<file path="src/rtl/afd_pkg.sv">
// shared constants, item encodings and queue command layout for the adpcm frame decoder
// no dependencies; imported by afd_front, afd_queue, afd_back and the top level
package afd_pkg;

    localparam int NUM_BOOKS        = 8;
    localparam int VECTOR_LEN       = 8;
    localparam int LANES            = 2 * VECTOR_LEN;
    localparam int LANE_W           = $clog2(LANES);
    localparam int BOOK_SLOTS       = NUM_BOOKS * LANES;
    localparam int BOOK_W           = (NUM_BOOKS > 1) ? $clog2(NUM_BOOKS) : 1;
    localparam int J_W              = $clog2(VECTOR_LEN);
    localparam int GRP_W            = $clog2(VECTOR_LEN / 2);
    localparam int FRAME_DATA_BYTES = 8;
    localparam int POS_W            = 4;
    localparam int SCALE_SHIFT      = 11;
    localparam int PROD_W           = 32;
    localparam int ACC_W            = 36;
    localparam int SMP_MAX          = 32767;
    localparam int SMP_MIN          = -32768;
    localparam int QUEUE_DEPTH      = 4;
    localparam int QPTR_W           = $clog2(QUEUE_DEPTH);
    localparam int QCNT_W           = $clog2(QUEUE_DEPTH + 1);

    typedef logic signed [15:0] smp_t;

    typedef enum logic [1:0] {
        OP_LOAD_COEF   = 2'd0,
        OP_SET_HISTORY = 2'd1,
        OP_STREAM      = 2'd2,
        OP_UNUSED      = 2'd3
    } op_t;

    typedef enum logic {
        CMD_HISTORY = 1'b0,
        CMD_DATA    = 1'b1
    } cmd_kind_t;

    typedef struct packed {
        cmd_kind_t        kind;
        logic [GRP_W-1:0] group_pos;
        logic             last;
        smp_t             res_hi;
        smp_t             res_lo;
        smp_t             hist_newer;
        smp_t             hist_older;
    } cmd_head_t;

    typedef struct packed {
        cmd_head_t                head;
        smp_t [VECTOR_LEN-1:0]    coef0;
        smp_t [VECTOR_LEN-1:0]    coef1;
    } cmd_t;

endpackage

</file>
<file path="src/rtl/afd_queue.sv">
// short command queue between the front end and the predictor back end
// depends on afd_pkg
module afd_queue (
    input  logic                       clk,
    input  logic                       rst_n,
    input  logic                       push,
    input  afd_pkg::cmd_t              push_cmd,
    output logic                       full,
    input  logic                       pop,
    output afd_pkg::cmd_t              pop_cmd,
    output logic                       not_empty,
    output logic [afd_pkg::QCNT_W-1:0] count
);
    import afd_pkg::*;

    cmd_t              entry_reg [QUEUE_DEPTH];
    logic [QPTR_W-1:0] wr_ptr_reg;
    logic [QPTR_W-1:0] rd_ptr_reg;
    logic [QCNT_W-1:0] count_reg;
    logic [QCNT_W-1:0] count_next;
    logic              do_push;
    logic              do_pop;

    assign full      = count_reg == QCNT_W'(QUEUE_DEPTH);
    assign not_empty = count_reg != '0;
    assign do_push   = push && !full;
    assign do_pop    = pop && not_empty;
    assign pop_cmd   = entry_reg[rd_ptr_reg];
    assign count     = count_reg;

    always_comb
    begin
        count_next = count_reg;
        if (do_push && !do_pop)
        begin
            count_next = count_reg + 1'b1;
        end
        else if (do_pop && !do_push)
        begin
            count_next = count_reg - 1'b1;
        end
    end

    always_ff @(posedge clk or negedge rst_n)
    begin
        if (!rst_n)
        begin
            wr_ptr_reg <= '0;
            rd_ptr_reg <= '0;
            count_reg  <= '0;
        end
        else
        begin
            if (do_push)
            begin
                wr_ptr_reg <= wr_ptr_reg + 1'b1;
            end
            if (do_pop)
            begin
                rd_ptr_reg <= rd_ptr_reg + 1'b1;
            end
            count_reg <= count_next;
        end
    end

    always_ff @(posedge clk)
    begin
        if (do_push)
        begin
            entry_reg[wr_ptr_reg] <= push_cmd;
        end
    end

endmodule

</file>
<file path="config.mk">
export PLATFORM = sky130hd
export DESIGN_NAME = afd_queue
export DESIGN_NICKNAME = d
export VERILOG_FILES = /design/src/rtl/afd_pkg.sv /design/src/rtl/afd_queue.sv
export SDC_FILE = /design/constraint.sdc
export NUM_CORES = 1
export LEC_CHECK = 0
export BUFFER_PORTS_ARGS = -buffer_cell sky130_fd_sc_hd__buf_2
export CORE_MARGIN = 1
export CORE_UTILIZATION = 51
export DETAILED_ROUTE_END_ITERATION = 8
export PLACE_DENSITY = 0.73
export SKIP_LAST_GASP = 1
export SLEW_MARGIN = 20
export SYNTH_ARGS = -nofsm -noshare
export SYNTH_HDL_FRONTEND = slang
export SYNTH_SLANG_ARGS = --single-unit
</file>
<file path="constraint.sdc">
create_clock -name clk -period 8.66 [get_ports clk]
set_input_delay 0.866 -clock clk [delete_from_list [all_inputs] [get_ports clk]]
set_output_delay 0.866 -clock clk [all_outputs]
set_load 0.01 [all_outputs]
</file>
==> impl_metrics.env, run 1 <==
export IMPL_nNetsFinal=2797
export IMPL_cts_clk_slew_worst_paths_ns=0.06
export IMPL_critical_path_slowest_cell="dfrtp_4"
export IMPL_finalWirelength_um=96230
export IMPL_stdcell_count=3777
export IMPL_finalSetupViolCount=0
export IMPL_grt_max_degree=159
export IMPL_synth_area_leaders="edfxtp_1 83%, mux4_2 15%, buf_2 0.38%, buf_6 0.38%, dfrtp_1 0.37%"
export IMPL_synth_top_area_frac=0.8262
export IMPL_worstPathCellList="buf_12, buf_4, buf_4, mux4_2, buf_2"
export IMPL_synthCells=1727
export IMPL_slew_headroom=0.2124
export IMPL_clock_sinks=1303
export IMPL_grt_pass1_wl_um=140300
export IMPL_die_area_mm2=0.09358
export IMPL_die_x_um=305.9
export IMPL_slowest_delay_ns=0.79
export IMPL_required_ns=7.79
export IMPL_ys_seq_area_frac=0.8299
export IMPL_syn_nets=2061
export IMPL_gp_congestion=0.7889
export IMPL_first_global_vias=22272
export IMPL_io_buffers=656
export IMPL_drive_gt1_frac=0.4639
export IMPL_antenna_found_initial=48
export IMPL_htree_num_levels=4
export IMPL_postSynthAreaPerCell_um2=27.28
export IMPL_layout_min_cycle_time_ns=4.592
export IMPL_status="completed"
export IMPL_min_path_type="in2reg"
export IMPL_pin_count=657
export IMPL_row_count=111
export IMPL_ys_types=22
export IMPL_drtAntennaViolNets=0
export IMPL_rsz0062_at_grt="no"
export IMPL_powerDensity_mw_per_mm2=350.0
export IMPL_largest_reg_flops=1296
export IMPL_vias=21284
export IMPL_final_core_util=0.6093
export IMPL_p_leak_uw=0.01882
export IMPL_synth_top_area_cell="edfxtp_1"
export IMPL_grt_overflow_total=0
export IMPL_ys_warn_count=0
export IMPL_fmax_ghz=0.2178
export IMPL_critical_path_max_fanout=28
export IMPL_setup_tns_ns=0
export IMPL_drt_iter0_drc=1733
export IMPL_start_kind="flop"
export IMPL_numCtsBuffers=132
export IMPL_pre_cts_ws_ns=4.580
export IMPL_fp_dieH_um=305.9
export IMPL_viasPerCell=5.635
export IMPL_dpl_cell_count=3512
export IMPL_drt_first_pass_iters=5
export IMPL_dp_hpwl_um=57980
export IMPL_worst_pin_slew_ns=1.181
export IMPL_cts_resized=0
export IMPL_cts_root_buf="clkbuf_16"
export IMPL_clk_latency_ns=0.74
export IMPL_start_util=0.5147
export IMPL_cts_tree="built"
export IMPL_drv_cap=0
export IMPL_fin_worst_skew_ns=0.04099
export IMPL_clk_path_buf_depth=3
export IMPL_cpMostUsedCell="buf_4"
export IMPL_endpoint_kind="primary output"
export IMPL_syn_to_final_growth_pct=18.40
export IMPL_arrival_ns=3.73
export IMPL_grtUsageTotal=0.2050
export IMPL_core_mm2=0.09152
export IMPL_drc=0
export IMPL_fin_ws_ns=4.068
export IMPL_hold_viol=0
export IMPL_synth_seq_cells=1303
export IMPL_wl_per_cell_um=25.48
export IMPL_vdd_ir_drop_max_mv=0.2917
export IMPL_path_class="reg2out"
export IMPL_drv_slew=0
export IMPL_syn_area_mm2=0.04710
export IMPL_period_share=0.5302
area by class of cell:
type                    instances  area (µm²)
diodes                         28       70.07
clock buffers                 168        3532
clock inverters                66       451.7
fillers                      6219       35750
inverters                       3       11.26
multi-input cells             348        7522
flip-flops and latches       1303       39100
well taps                    1186        1484
repair buffers                675        3598
cells in the final DEF, fill, tap and decap left out, drive strengths merged:
cell,count
edfxtp,1296
buf,674
mux4,324
clkbuf,168
clkinv,56
diode,28
inv,10
dfrtp,7
ha,5
and2,4
xnor2,4
xor2,2
bufinv,2
mux2,2
nor3b,1
nor2b,1
or3,1
nand2,1
nand3,1
nor2,1
fa,1
clkinvlp,1
dlygate4sd3,1
cells in the mapped netlist:
cell type     n
nor2_1        1
buf_6        16
dfrtp_1       7
xor2_1        2
fa_1          1
nor2b_1       1
mux2_1        1
nor3b_1       1
edfxtp_1   1296
buf_2        36
buf_4        13
inv_1         3
nand3_1       1
ha_1          5
and2_1        4
clkbuf_1      7
mux4_2      324
xnor2_1       4
or3_1         1
mux2_2        1
nand2_1       1
buf_1         1
repair_timing:
item | 4_1_cts | 5_1_grt
hold buffers | 1 | 0
buffers inserted | 0 | 0
endpoints found under the hold margin | 7 | 0
path summary, 6_finish.rpt:
kind	startpoint	end	slack, ns	cells after the start
setup / recovery	rd_ptr_reg[0]	pop_cmd[134]	4.07	5
hold / removal	push_cmd[304]	entry_reg[3][304]	0.34	1
setup reg to reg	count[2]	entry_reg[0][167]	5.19	4
hold reg to reg	count[2]	count[2]	0.54	1
max in group asynchronous	rst_n	rd_ptr_reg[0]	7.98	2
min in group asynchronous	rst_n	count[1]	0.50	2
routing by layer:
metal | vias to the layer above | part of all wire | GRT usage
li1 | 9084 | - | -
met1 | 11124 | 0.36 | 0.2414
met2 | 820 | 0.53 | 0.3419
met3 | 222 | 0.074 | 0.06504
met4 | 34 | 0.039 | 0.1012
met5 | - | 0.0024 | 0
cell families (layout without fill, tap and decap cells):
| group | count (synthesis) | in the layout | share of synthesized area |
|---|---|---|---|
| fa+ha+maj | 6 | 6 | 0.001753 |
| other cells | 0 | 28 | 0 |
| buf+inv | 76 | 912 | 0.01060 |
| xor+xnor | 6 | 6 | 0.001116 |
| simple gates | 10 | 10 | 0.001222 |
| mux | 326 | 326 | 0.1554 |
| flops | 1303 | 1303 | 0.8299 |
stage by stage:
stage	total power [µW]	hold slack, ns	cell area (µm²)
finish	19520	0.3430	55770
global route	20310	0.2999	55760
CTS	19770	0.2740	55650
detailed placement	14500	0.5340	51660
global placement	14380	0.5169	51660
floorplan	12470	0.5116	47110
power breakdown:
group / internal [µW] / switching [µW]
clock: 2960 / 2260
combinational: 2450 / 3180
sequential: 8350 / 327
total: 13800 / 5770
worst max-delay path, delay by kind of cell (launching register included):
family / cells / cell delay [ns]
buf+inv: 4 / 1.49
flops: 1 / 0.79
mux: 1 / 0.60
Power figures use the tool's default switching activity.
==> inputs of run 2 (changes only) <==
- CORE_UTILIZATION: 51 -> 55
- PLACE_DENSITY: 0.73 -> 0.75
- clock period: 8.66 -> 4.5 ns (I/O delays scaled with it)
==> run 2 against run 1 <==
  * Global-route usage grew 5.2 points
  * Sequential power increased by 94%
  * First-iteration DRC count grew 2.8%
  * Combinational power increased by 100%
  * Non-clock buffer count is 346 higher
  * Critical path type unchanged
==> impl_metrics.env, run 2 (synthesized netlist as in run 1, its figures left out) <==
export IMPL_clock_sinks=1303
export IMPL_drc=0
export IMPL_grt_pass1_wl_um=161200
export IMPL_grtUsageTotal=0.2569
export IMPL_final_core_util=0.7009
export IMPL_rr_worst_depth=4
export IMPL_core_mm2=0.08422
export IMPL_post_dp_cell_area_mm2=0.05188
export IMPL_fin_worst_skew_ns=0.04891
export IMPL_vdd_ir_drop_max_mv=0.5743
export IMPL_critical_path_slowest_cell="dfrtp_4"
export IMPL_fmax_ghz=0.2905
export IMPL_min_path_type="in2reg"
export IMPL_multi_input_area_mm2=0.007522
export IMPL_first_global_vias=25065
export IMPL_p_comb_frac=0.300
export IMPL_finalWirelength_um=111600
export IMPL_mostFrequentLayoutCell="edfxtp_1"
export IMPL_cts_tree="built"
export IMPL_cts_clk_slew_worst_paths_ns=0.06
export IMPL_required_ns=4.05
export IMPL_endpoint_kind="primary output"
export IMPL_worstPathCellList="buf_4, mux4_2, buf_2"
export IMPL_p_seq_frac=0.440
export IMPL_p_leak_uw=0.02022
export IMPL_finalSetupViolCount=0
export IMPL_grt_overflow_total=0
export IMPL_die_area_mm2=0.08682
export IMPL_vias=23507
export IMPL_critPathBufInv=2
export IMPL_drtAntennaViolNets=0
export IMPL_fp_dieH_um=294.7
export IMPL_hold_viol=0
export IMPL_swShare=0.3038
export IMPL_min_path_cells=1
export IMPL_grt_max_degree=134
export IMPL_wl_per_cell_um=27.53
export IMPL_cts_setup_buffers=0
export IMPL_die_x_um=294.7
export IMPL_syn_to_final_growth_pct=25.32
export IMPL_clk_latency_ns=0.69
export IMPL_period_share=0.7649
export IMPL_hold_ws_ns=0.05646
export IMPL_finalInstanceArea_mm2=0.05903
export IMPL_drv_cap=0
export IMPL_final_cell_mix="1296 x edfxtp_1, 656 x buf_2, 324 x mux4_2, 324 x dlygate4sd3_1, 122 x clkbuf_16"
export IMPL_worst_pin_slew_ns=0.9854
export IMPL_drt_first_pass_iters=5
export IMPL_status="completed"
export IMPL_largest_reg_flops=1296
export IMPL_clk_path_buf_depth=3
export IMPL_slowest_delay_ns=1.05
export IMPL_critical_path_max_fanout=52
export IMPL_path_depth=3
export IMPL_path_delay_family="flip-flops"
export IMPL_pwr_share_clk=0.260
export IMPL_rsz0062_at_grt="no"
export IMPL_gp_congestion=0.8136
export IMPL_nNetsFinal=3132
export IMPL_row_count=106
export IMPL_numCtsBuffers=121
export IMPL_antenna_found_initial=17
export IMPL_arrival_ns=2.99
export IMPL_drv_slew=0
export IMPL_start_kind="flop"
export IMPL_pin_count=657
export IMPL_start_util=0.5593
export IMPL_cts_root_buf="clkbuf_16"
export IMPL_io_buffers=656
export IMPL_path_class="reg2out"
export IMPL_powerDensity_mw_per_mm2=648.7
export IMPL_slew_headroom=0.3431
export IMPL_layout_min_cycle_time_ns=3.442
export IMPL_fillCellCount=4768
export IMPL_htree_num_levels=3
export IMPL_p_int_uw=26660
export IMPL_seqCellArea_mm2=0.03910
export IMPL_viasPerCell=5.800
export IMPL_drt_iter0_drc=1782
export IMPL_p_sw_uw=11630
export IMPL_dp_hpwl_um=62040
export IMPL_drive_gt1_frac=0.4112
run 2: cell types whose count changed in the layout (fill, tap and decap cells not counted), sizes merged:
cell and change:
dlygate4sd3 +323, buf +23, clkbuf -11, diode -10, bufinv +9, clkinv -7
clkinvlp +2, inv -1
run 2: what timing repair did:
| action | in CTS | in global routing |
|---|---|---|
| hold buffers | 324 | 0 |
| endpoints found under the hold margin | 1296 | 0 |
| gates resized for setup | 0 | 0 |
run 2: worst reg2reg max path: stages, from the launching register on:
cell and delay, ns:
dfrtp_1 0.43, nor3b_1 0.19, nor2b_1 0.49, and2_4 0.69, buf_12 0.50
run 2: power groups by stage:
| stage | combinational [µW] | sequential, µW | clock (µW) |
|---|---|---|---|
| floorplan | 7020 | 17000 | 0 |
| global placement | 11000 | 16800 | 0 |
| global route | 12100 | 17000 | 10500 |
| finish | 11500 | 16800 | 9970 |
| detailed placement | 11100 | 17000 | 0 |
| CTS | 11500 | 16800 | 10100 |
run 2: final timing paths:
check	start	to	slack [ns]
max in group asynchronous	rst_n	rd_ptr_reg[1]	4.13
worst min-delay path	push_cmd[107]	entry_reg[1][107]	0.06
min in group asynchronous	rst_n	count[0]	0.17
worst max register to register	count[2]	entry_reg[2][214]	1.65
worst min register to register	count[2]	count[2]	0.58
worst max-delay path	rd_ptr_reg[1]	pop_cmd[22]	1.06
run 2: area by class of cell:
cell class,instances,area share
multi-input cells,348,0.1274
repair buffers,1021,0.1198
diodes,18,0.0007631
flip-flops and latches,1303,0.6624
clock buffers,157,0.05394
well taps,1134,0.02404
clock inverters,69,0.01147
inverters,3,0.0001908
run 2: layer usage:
| layer | GRT usage | routed length [µm] |
|---|---|---|
| met5 | 0 | 14 |
| met3 | 0.05573 | 8140 |
| met2 | 0.4529 | 60180 |
| met4 | 0.1139 | 4954 |
| met1 | 0.3034 | 38310 |
run 2: per-stage QoR:
step | total power [µW] | setup TNS (ns) | instances | setup WS, ns
floorplan | 24010 | -1178.71 | 1727 | -0.9095
global placement | 27830 | 0 | 3485 | 1.814
detailed placement | 28110 | 0 | 3485 | 1.801
CTS | 38330 | 0 | 4035 | 1.017
global route | 39630 | 0 | 4052 | 0.9581
finish | 38290 | 0 | 4053 | 1.058
